File: src/rtl/nns_pkg.sv
// Shared constants, types and helpers for the nearest-neighbour image scaler.
// No dependencies; every other file imports this package.
`timescale 1ns / 1ps
`default_nettype none

package nns_pkg;

	localparam int PIX_W          = 32;
	localparam int DIM_W          = 9;
	localparam int MAX_DIM        = 256;
	localparam int MAX_SRC_PIXELS = 65536;
	localparam int ADDR_W         = $clog2(MAX_SRC_PIXELS);
	localparam int PTR_W          = ADDR_W + 1;
	localparam int FRAC_BITS      = 16;
	localparam int ACC_W          = FRAC_BITS + DIM_W;
	localparam int CNT_W          = $clog2(ACC_W);
	localparam int PROD_W         = 2 * DIM_W;
	localparam int CFG_IDX_W      = 2;

	// input commands
	localparam logic CMD_LOAD = 1'b0;
	localparam logic CMD_EMIT = 1'b1;

	// register indexes
	localparam logic [CFG_IDX_W-1:0] REG_SRC_WIDTH  = 2'd0;
	localparam logic [CFG_IDX_W-1:0] REG_SRC_HEIGHT = 2'd1;
	localparam logic [CFG_IDX_W-1:0] REG_DST_WIDTH  = 2'd2;
	localparam logic [CFG_IDX_W-1:0] REG_DST_HEIGHT = 2'd3;

	typedef struct packed {
		logic load_wr;
		logic div_start;
		logic addr_calc;
		logic mem_rd;
		logic out_load;
	} nns_cmd_t;

	typedef struct packed {
		logic frame_start;
		logic div_busy;
	} nns_sts_t;

	// zero reads as one, anything above MAX_DIM as MAX_DIM
	function automatic logic [DIM_W-1:0] eff_dim(input logic [DIM_W-1:0] v);
		logic [DIM_W-1:0] r;
		if (v == '0)
			r = DIM_W'(1);
		else if (v > DIM_W'(MAX_DIM))
			r = DIM_W'(MAX_DIM);
		else
			r = v;
		return r;
	endfunction

endpackage

`default_nettype wire

File: src/rtl/nns_ctrl.sv
// Scaler controller: sequences load, step division, address, read and output.
// Depends on nns_pkg.
`timescale 1ns / 1ps
`default_nettype none

module nns_ctrl
	import nns_pkg::*;
(
	input  wire logic     clk,
	input  wire logic     arst_n,
	input  wire logic     in_valid,
	input  wire logic     in_cmd,
	output logic          in_ready,
	output logic          out_valid,
	input  wire logic     out_ready,
	output nns_cmd_t      cmd,
	input  wire nns_sts_t sts
);

	localparam logic [2:0] ST_IDLE = 3'd0;
	localparam logic [2:0] ST_DIV  = 3'd1;
	localparam logic [2:0] ST_ADDR = 3'd2;
	localparam logic [2:0] ST_READ = 3'd3;
	localparam logic [2:0] ST_OUT  = 3'd4;

	logic [2:0] state_q, state_nx;
	logic       out_valid_q;
	logic       slot_free;

	assign in_ready  = (state_q == ST_IDLE);
	assign slot_free = !out_valid_q || out_ready;

	always_comb begin
		state_nx = state_q;
		cmd      = '0;
		case (state_q)
			ST_IDLE: begin
				if (in_valid) begin
					if (in_cmd == CMD_EMIT) begin
						if (sts.frame_start) begin
							cmd.div_start = 1'b1;
							state_nx      = ST_DIV;
						end else begin
							state_nx = ST_ADDR;
						end
					end else begin
						cmd.load_wr = 1'b1;
					end
				end
			end
			ST_DIV: begin
				if (!sts.div_busy)
					state_nx = ST_ADDR;
			end
			ST_ADDR: begin
				cmd.addr_calc = 1'b1;
				state_nx      = ST_READ;
			end
			ST_READ: begin
				cmd.mem_rd = 1'b1;
				state_nx   = ST_OUT;
			end
			ST_OUT: begin
				if (slot_free) begin
					cmd.out_load = 1'b1;
					state_nx     = ST_IDLE;
				end
			end
			default: state_nx = ST_IDLE;
		endcase
	end

	always_ff @(posedge clk or negedge arst_n) begin
		if (!arst_n) begin
			state_q     <= ST_IDLE;
			out_valid_q <= 1'b0;
		end else begin
			state_q <= state_nx;
			if (cmd.out_load)
				out_valid_q <= 1'b1;
			else if (out_ready)
				out_valid_q <= 1'b0;
		end
	end

	assign out_valid = out_valid_q;

	a_no_overwrite: assert property (@(posedge clk) disable iff (!arst_n)
		cmd.out_load |-> (!out_valid_q || out_ready))
		else $error("result register overwritten before delivery");

	a_div_at_frame_start: assert property (@(posedge clk) disable iff (!arst_n)
		cmd.div_start |-> sts.frame_start)
		else $error("step division outside frame start");

	a_valid_from_load: assert property (@(posedge clk) disable iff (!arst_n)
		$rose(out_valid_q) |-> $past(cmd.out_load))
		else $error("result valid without a loaded result");

endmodule

`default_nettype wire

File: config.mk
export PLATFORM = sky130hd
export DESIGN_NAME = nns_ctrl
export DESIGN_NICKNAME = d
export VERILOG_FILES = /design/src/rtl/nns_pkg.sv /design/src/rtl/nns_ctrl.sv
export SDC_FILE = /design/constraint.sdc
export NUM_CORES = 1
export LEC_CHECK = 0
export ABC_AREA = 1
export ABC_CLOCK_PERIOD_IN_PS = 1550
export CAP_MARGIN = 30
export CORE_AREA = 3 3 40 42
export CTS_CLUSTER_DIAMETER = 30
export CTS_CLUSTER_SIZE = 24
export DETAILED_ROUTE_END_ITERATION = 10
export DIE_AREA = 0 0 43 45
export DONT_BUFFER_PORTS = 1
export SYNTH_ARGS = -nofsm -noshare
export SYNTH_HDL_FRONTEND = slang
export SYNTH_SLANG_ARGS = --single-unit
File: constraint.sdc
create_clock -name clk -period 1.55 [get_ports clk]
set_input_delay 0.0775 -clock clk [delete_from_list [all_inputs] [get_ports clk]]
set_output_delay 0.0775 -clock clk [all_outputs]
set_load 0.01 [all_outputs]
==> results of run 1 <==
==> placed cells by master, fill, tap and decap left out <==
cell type      n
dfrtp_1        4
nor3_1         1
nand3_1        4
nand4_1        1
nand2_1        8
inv_2          1
o211ai_1       1
dlygate4sd3_1  2
a21oi_1        1
nor2_1         6
inv_1          4
o21ai_0        2
clkbuf_4       3
nor2_4         1
==> stage by stage <==
stage / instance area [sq um] / hold WS, ns / utilization, %
after CTS: 298 / 0.0115 / 23.2
after global routing: 298 / 0.0461 / 23.2
final: 298 / 0.0206 / 23.2
after global placement: 255 / -0.218 / 19.9
after detailed placement: 255 / -0.218 / 19.9
after floorplan: 236 / -0.218 / -
==> state kept, by name, summed over array words and instances, names as in the netlist <==
register   cells
out_valid      1
state_q        3
==> metal layers <==
metal / GRT usage, % / up-vias / share of wire, %
met5: 0 / - / 0
met4: 7.23 / 0 / 0
met3: 2.39 / 0 / 6.1
met2: 10.2 / 5 / 52
met1: 6.34 / 101 / 41
li1: - / 124 / -
==> logic make-up (layout without fill, tap and decap cells) <==
logic type             after synthesis  after routing  share of synthesized area, %
AOI/OAI and AO/OA                    4              4                          9.52
buffers and inverters                5             10                          7.93
DFF                                  4              4                          42.3
and+or+nand+nor                     21             21                          40.2
==> worst max path at each step <==
stage / start / end / slack (ns) / depth (start not counted)
after floorplan: state_q[0] / cmd[3] / 0.55 / 5
after global placement: state_q[0] / cmd[4] / 0.49 / 5
after detailed placement: state_q[0] / cmd[4] / 0.48 / 5
after CTS: state_q[0] / cmd[4] / 0.22 / 5
after global routing: state_q[0] / cmd[4] / 0.16 / 5
final: state_q[0] / cmd[4] / 0.25 / 5
==> worst register-to-register path, cell delays in order, from the launching register on <==
cell and delay, ns:
dfrtp_1 0.43, nor2_4 0.17, nand3_1 0.13, nand3_1 0.09, nor2_1 0.04
==> power by group through the flow <==
| stage | registers, W | clock network [W] | logic, W |
|---|---|---|---|
| after floorplan | 0.000211 | 0 | 0.000221 |
| after global placement | 0.000221 | 0 | 0.000256 |
| after detailed placement | 0.000223 | 0 | 0.000261 |
| after CTS | 0.000221 | 0.000133 | 0.000267 |
| after global routing | 0.000231 | 0.000137 | 0.000306 |
| final | 0.000220 | 0.000123 | 0.000260 |
==> final cells by class <==
cell class / count / area [sq um]
clock buffer: 3 / 22.5
fill: 145 / 987
inverter: 5 / 18.8
multi-input combinational: 25 / 118
sequential: 4 / 100
tap: 15 / 18.8
timing repair buffer: 2 / 20.0
==> results.py, run 1 <==
metrics = {
    "run_status": {
        "status": "finished, final reports clean",
    },
    "place": {
        "dp_slack_ns": 0.476,
        "port-buffer-count": 0,
        "place_congestion": 0.663,
        "dp_cells": 49,
        "hpwl_microns": 440,
    },
    "route": {
        "drc": 0,
        "drt_iter0_drc": 2,
        "ant_nets": 0,
        "avgRoutedWirePerCell_microns": 9.44,
        "via_per_inst": 4.26,
        "vias": 230,
        "drtPass1Iterations": 2,
        "wl_microns": 510,
    },
    "layout": {
        "stdcell_count": 54,
        "layout-drive-gt1-share_pct": 12.8,
        "n_antenna_cell": 0,
        "area_growth_pct": 25.9,
        "nNetsFinal": 48,
    },
    "power_and_ir_drop": {
        "internal-power_w": 0.000328,
        "p_switching_w": 0.000276,
        "ir_drop_uv": 602,
        "clockPowerShare_pct": 20.5,
        "p_leak_nw": 0.146,
        "p_seq_share_pct": 36.5,
        "total_power_w": 0.000603,
        "swShare_pct": 45.7,
        "p_comb_share_pct": 43.0,
        "power_density_mw_per_mm2": 2030,
    },
    "sta": {
        "fmax_mhz": 769,
        "fin_skew_ns": 0.0000481,
        "relSlewSlack_pct": 73.2,
        "slew_viol_final": 0,
        "setup_slack_ns": 0.250,
        "setup_viol": 0,
        "rsz0062_at_grt": "false",
        "min_period_over_period_pct": 83.9,
        "fin_crit_ns": 1.30,
        "setup-tns-final_ns": 0,
        "worst_pin_slew_ns": 0.400,
        "final-hold-violation-count": 0,
    },
    "global_routing": {
        "grt_max_degree": 7,
        "track_usage_pct": 6.52,
        "grt-ovfl-total": 0,
        "grt_first_pass_wirelength_microns": 876,
        "antenna_found_initial": 0,
        "grt_pass1_vias": 224,
    },
    "worst_hold_path": {
        "hold_depth": 3,
        "min_to": "state_q[1]",
        "worstHoldStart": "sts[1]",
        "hp-class": "input port to flop",
    },
    "clock_network": {
        "clk_pin_slew_worst_paths_ns": 0.03,
        "cts-root-buf": "clkbuf_4",
        "cts_setup_buffers": 0,
        "clockBufferDepth": 2,
        "clock_sinks": 4,
        "postCtsHoldBufs": 2,
        "htreeDepth": 1,
        "cts_tree": "yes",
        "cts_resized": 0,
        "clock_latency_ns": 0.23,
        "numCtsBuffers": 3,
    },
    "yosys": {
        "ys_warn_count": 0,
        "synthArstFlopShare_pct": 100,
        "synth_most_common_cell": "nand2_1",
        "synth_edf_count": 0,
        "synth-seq-cells": 4,
        "synth_top_area_cell": "dfrtp_1",
        "syn_avg_cell_area_sq_um": 6.96,
        "ys_seq_area_share_pct": 42.3,
        "synth_top_area_share_pct": 42.3,
        "synth_area_leaders": "dfrtp_1 (42%), nand2_1 (13%), nor2_1 (9.5%)",
        "ys.flop_type": "dfrtp_1",
        "synth_common_cells": "nand2_1 (8), nor2_1 (6), dfrtp_1 (4), inv_1 (4), nand3_1 (4)",
        "synthesis.nets": 41,
        "synth.distinct_cells": 12,
        "syn_area_sq_um": 236,
        "synth_cells": 34,
    },
    "setup_path": {
        "end_kind": "output pin",
        "reg2reg_depth": 4,
        "arrival_ns": 1.22,
        "r2r-start": "state_q[0]",
        "r2r-end": "state_q[1]",
        "timing.critical_path.buf_inv": 1,
        "crit_family": "simple AND/OR/NAND/NOR gates",
        "critical_path.max_stage_delay_ns": 0.43,
        "cp-start-kind": "flop",
        "path_class": "flop to output pin",
        "rrSetupSlack_ns": 0.58,
        "crit_top_cell": "nand2_1",
        "worstPathCellList": "nor2_4 > nand2_1 > inv_2 > nand2_1 > nor2_1",
        "critPathMaxFanout": 5,
        "cp_slowest_cell": "dfrtp_1",
        "required_ns": 1.47,
    },
    "floorplan": {
        "die_y_microns": 45,
        "rows": 13,
        "num_io_pins": 14,
        "die_w_microns": 43,
        "dieArea_sq_mm": 0.00194,
        "start_util_pct": 18.4,
        "coreArea_sq_mm": 0.00128,
    },
    "run": {
        "maxCapViolations": 0,
    },
}
(Power assumes the default switching activity.)
==> run 2: changes to the inputs <==
Settings changed: ABC_CLOCK_PERIOD_IN_PS 1550 to 1350.
Clock period 1.55 ns to 1.35 ns, I/O delays scaled along.
==> results.py, run 2 (same netlist as run 1, synthesis figures left out) <==
metrics = {
    "run_status": {
        "status": "finished, final reports clean",
    },
    "sta": {
        "fin_skew_ns": 0.00237,
        "rsz0062_at_grt": "false",
        "setup-tns-final_ns": 0,
        "final-hold-violation-count": 0,
        "fmax_mhz": 791,
        "setup_viol": 0,
        "slew_viol_final": 0,
        "relSlewSlack_pct": 71.5,
        "fin_crit_ns": 1.26,
        "min_period_over_period_pct": 93.6,
        "worst_pin_slew_ns": 0.424,
    },
    "layout": {
        "largest_register": "state_q",
        "final_common_cell": "nand2_1",
        "nNetsFinal": 49,
        "final_cell_mix": "nand2_1 (8), inv_1 (4), nor2_1 (4), nand3_1 (4), dfrtp_1 (4)",
        "area_growth_pct": 32.3,
        "fin_util_pct": 24.3,
        "n_antenna_cell": 0,
        "layout-drive-gt1-share_pct": 17.5,
        "largest_register_ffs": 3,
    },
    "route": {
        "wl_microns": 531,
        "drtPass1Iterations": 4,
        "vias": 234,
        "avgRoutedWirePerCell_microns": 9.65,
        "drc": 0,
        "drt_iter0_drc": 3,
        "via_per_inst": 4.25,
        "ant_nets": 0,
    },
    "power_and_ir_drop": {
        "p_leak_nw": 0.150,
        "ir_drop_uv": 630,
        "total_power_w": 0.000702,
        "power_density_mw_per_mm2": 2240,
    },
    "setup_path": {
        "arrival_ns": 1.20,
        "reg2reg_depth": 4,
        "cp-start-kind": "flop",
        "r2r-end": "state_q[0]",
        "crit_start": "state_q[0]",
        "critPathMaxFanout": 5,
        "end_kind": "output pin",
        "path_class": "flop to output pin",
        "r2r-start": "state_q[0]",
        "crit_end": "cmd[3]",
        "required_ns": 1.28,
        "rrSetupSlack_ns": 0.37,
    },
    "clock_network": {
        "htreeDepth": 1,
        "numCtsBuffers": 3,
        "clk_pin_slew_worst_paths_ns": 0.04,
        "cts_tree": "yes",
        "cts-root-buf": "clkbuf_4",
        "clock_sinks": 4,
        "clock_latency_ns": 0.23,
        "clockBufferDepth": 2,
    },
    "global_routing": {
        "grt_first_pass_wirelength_microns": 841,
        "track_usage_pct": 6.44,
        "grt_pass1_vias": 219,
        "grt-ovfl-total": 0,
        "grt_max_degree": 7,
        "antenna_found_initial": 0,
    },
    "place": {
        "hpwl_microns": 442,
        "place_congestion": 0.686,
        "port-buffer-count": 0,
    },
    "worst_hold_path": {
        "hp-class": "input port to flop",
    },
    "floorplan": {
        "start_util_pct": 18.4,
        "dieArea_sq_mm": 0.00194,
        "rows": 13,
        "die_y_microns": 45,
        "coreArea_sq_mm": 0.00128,
        "num_io_pins": 14,
        "die_w_microns": 43,
    },
    "run": {
        "maxCapViolations": 0,
    },
}
-- run 2: where the power goes --
group          internal [W]  switching (W)
Sequential         0.000176      0.0000775
Clock             0.0000990      0.0000428
Combinational      0.000105       0.000202
-- run 2: timing repair --
action / in CTS / in global routing
hold endpoints to repair: 6 / 0
hold buffers: 3 / 0
endpoints found under the setup margin: 0 / 2
setup buffers: 0 / 0
gates resized for setup: 0 / 2
-- run 2: layer usage --
layer,track usage [%],vias up,routed length (microns)
met4,7.23,0,0
met3,2.39,0,35
met5,0,-,0
li1,-,125,-
met2,9.88,7,285
met1,6.34,102,209
-- run 2: worst max-delay path, cell delays in order (launching register included) --
cell and delay, ns:
dfrtp_1 0.43, nor2_4 0.17, nand2_1 0.08, inv_2 0.09, nand2_1 0.06, nor2_2 0.13
-- run 2: final cells by class --
| class | count | area [sq um] |
|---|---|---|
| clock buffer | 3 | 22.5 |
| fill | 145 | 972 |
| inverter | 5 | 18.8 |
| multi-input combinational | 25 | 123 |
| sequential | 4 | 100 |
| tap | 15 | 18.8 |
| timing repair buffer | 3 | 30.0 |
-- run 2: through the flow --
step / instance area, sq um / worst slack [ns] / cells / hold slack, ns
2_1_floorplan: 236 / 0.363 / 34 / -0.228
3_3_place_gp: 255 / 0.300 / 49 / -0.228
3_5_place_dp: 255 / 0.284 / 49 / -0.228
4_1_cts: 308 / 0.0310 / 55 / 0.0304
5_1_grt: 313 / 0.00783 / 55 / 0.0458
6_report: 313 / 0.0859 / 55 / 0.0405
-- run 2: worst min path at each step --
stage               startpoint          to  slack (ns)  cells past startpoint
floorplan               arst_n   out_valid       -0.23                      0
global placement        arst_n  state_q[1]       -0.23                      0
detailed placement      arst_n  state_q[1]       -0.23                      0
CTS                     sts[0]  state_q[0]        0.03                      2
global route            sts[0]  state_q[0]        0.05                      2
finish                  sts[0]  state_q[0]        0.04                      2
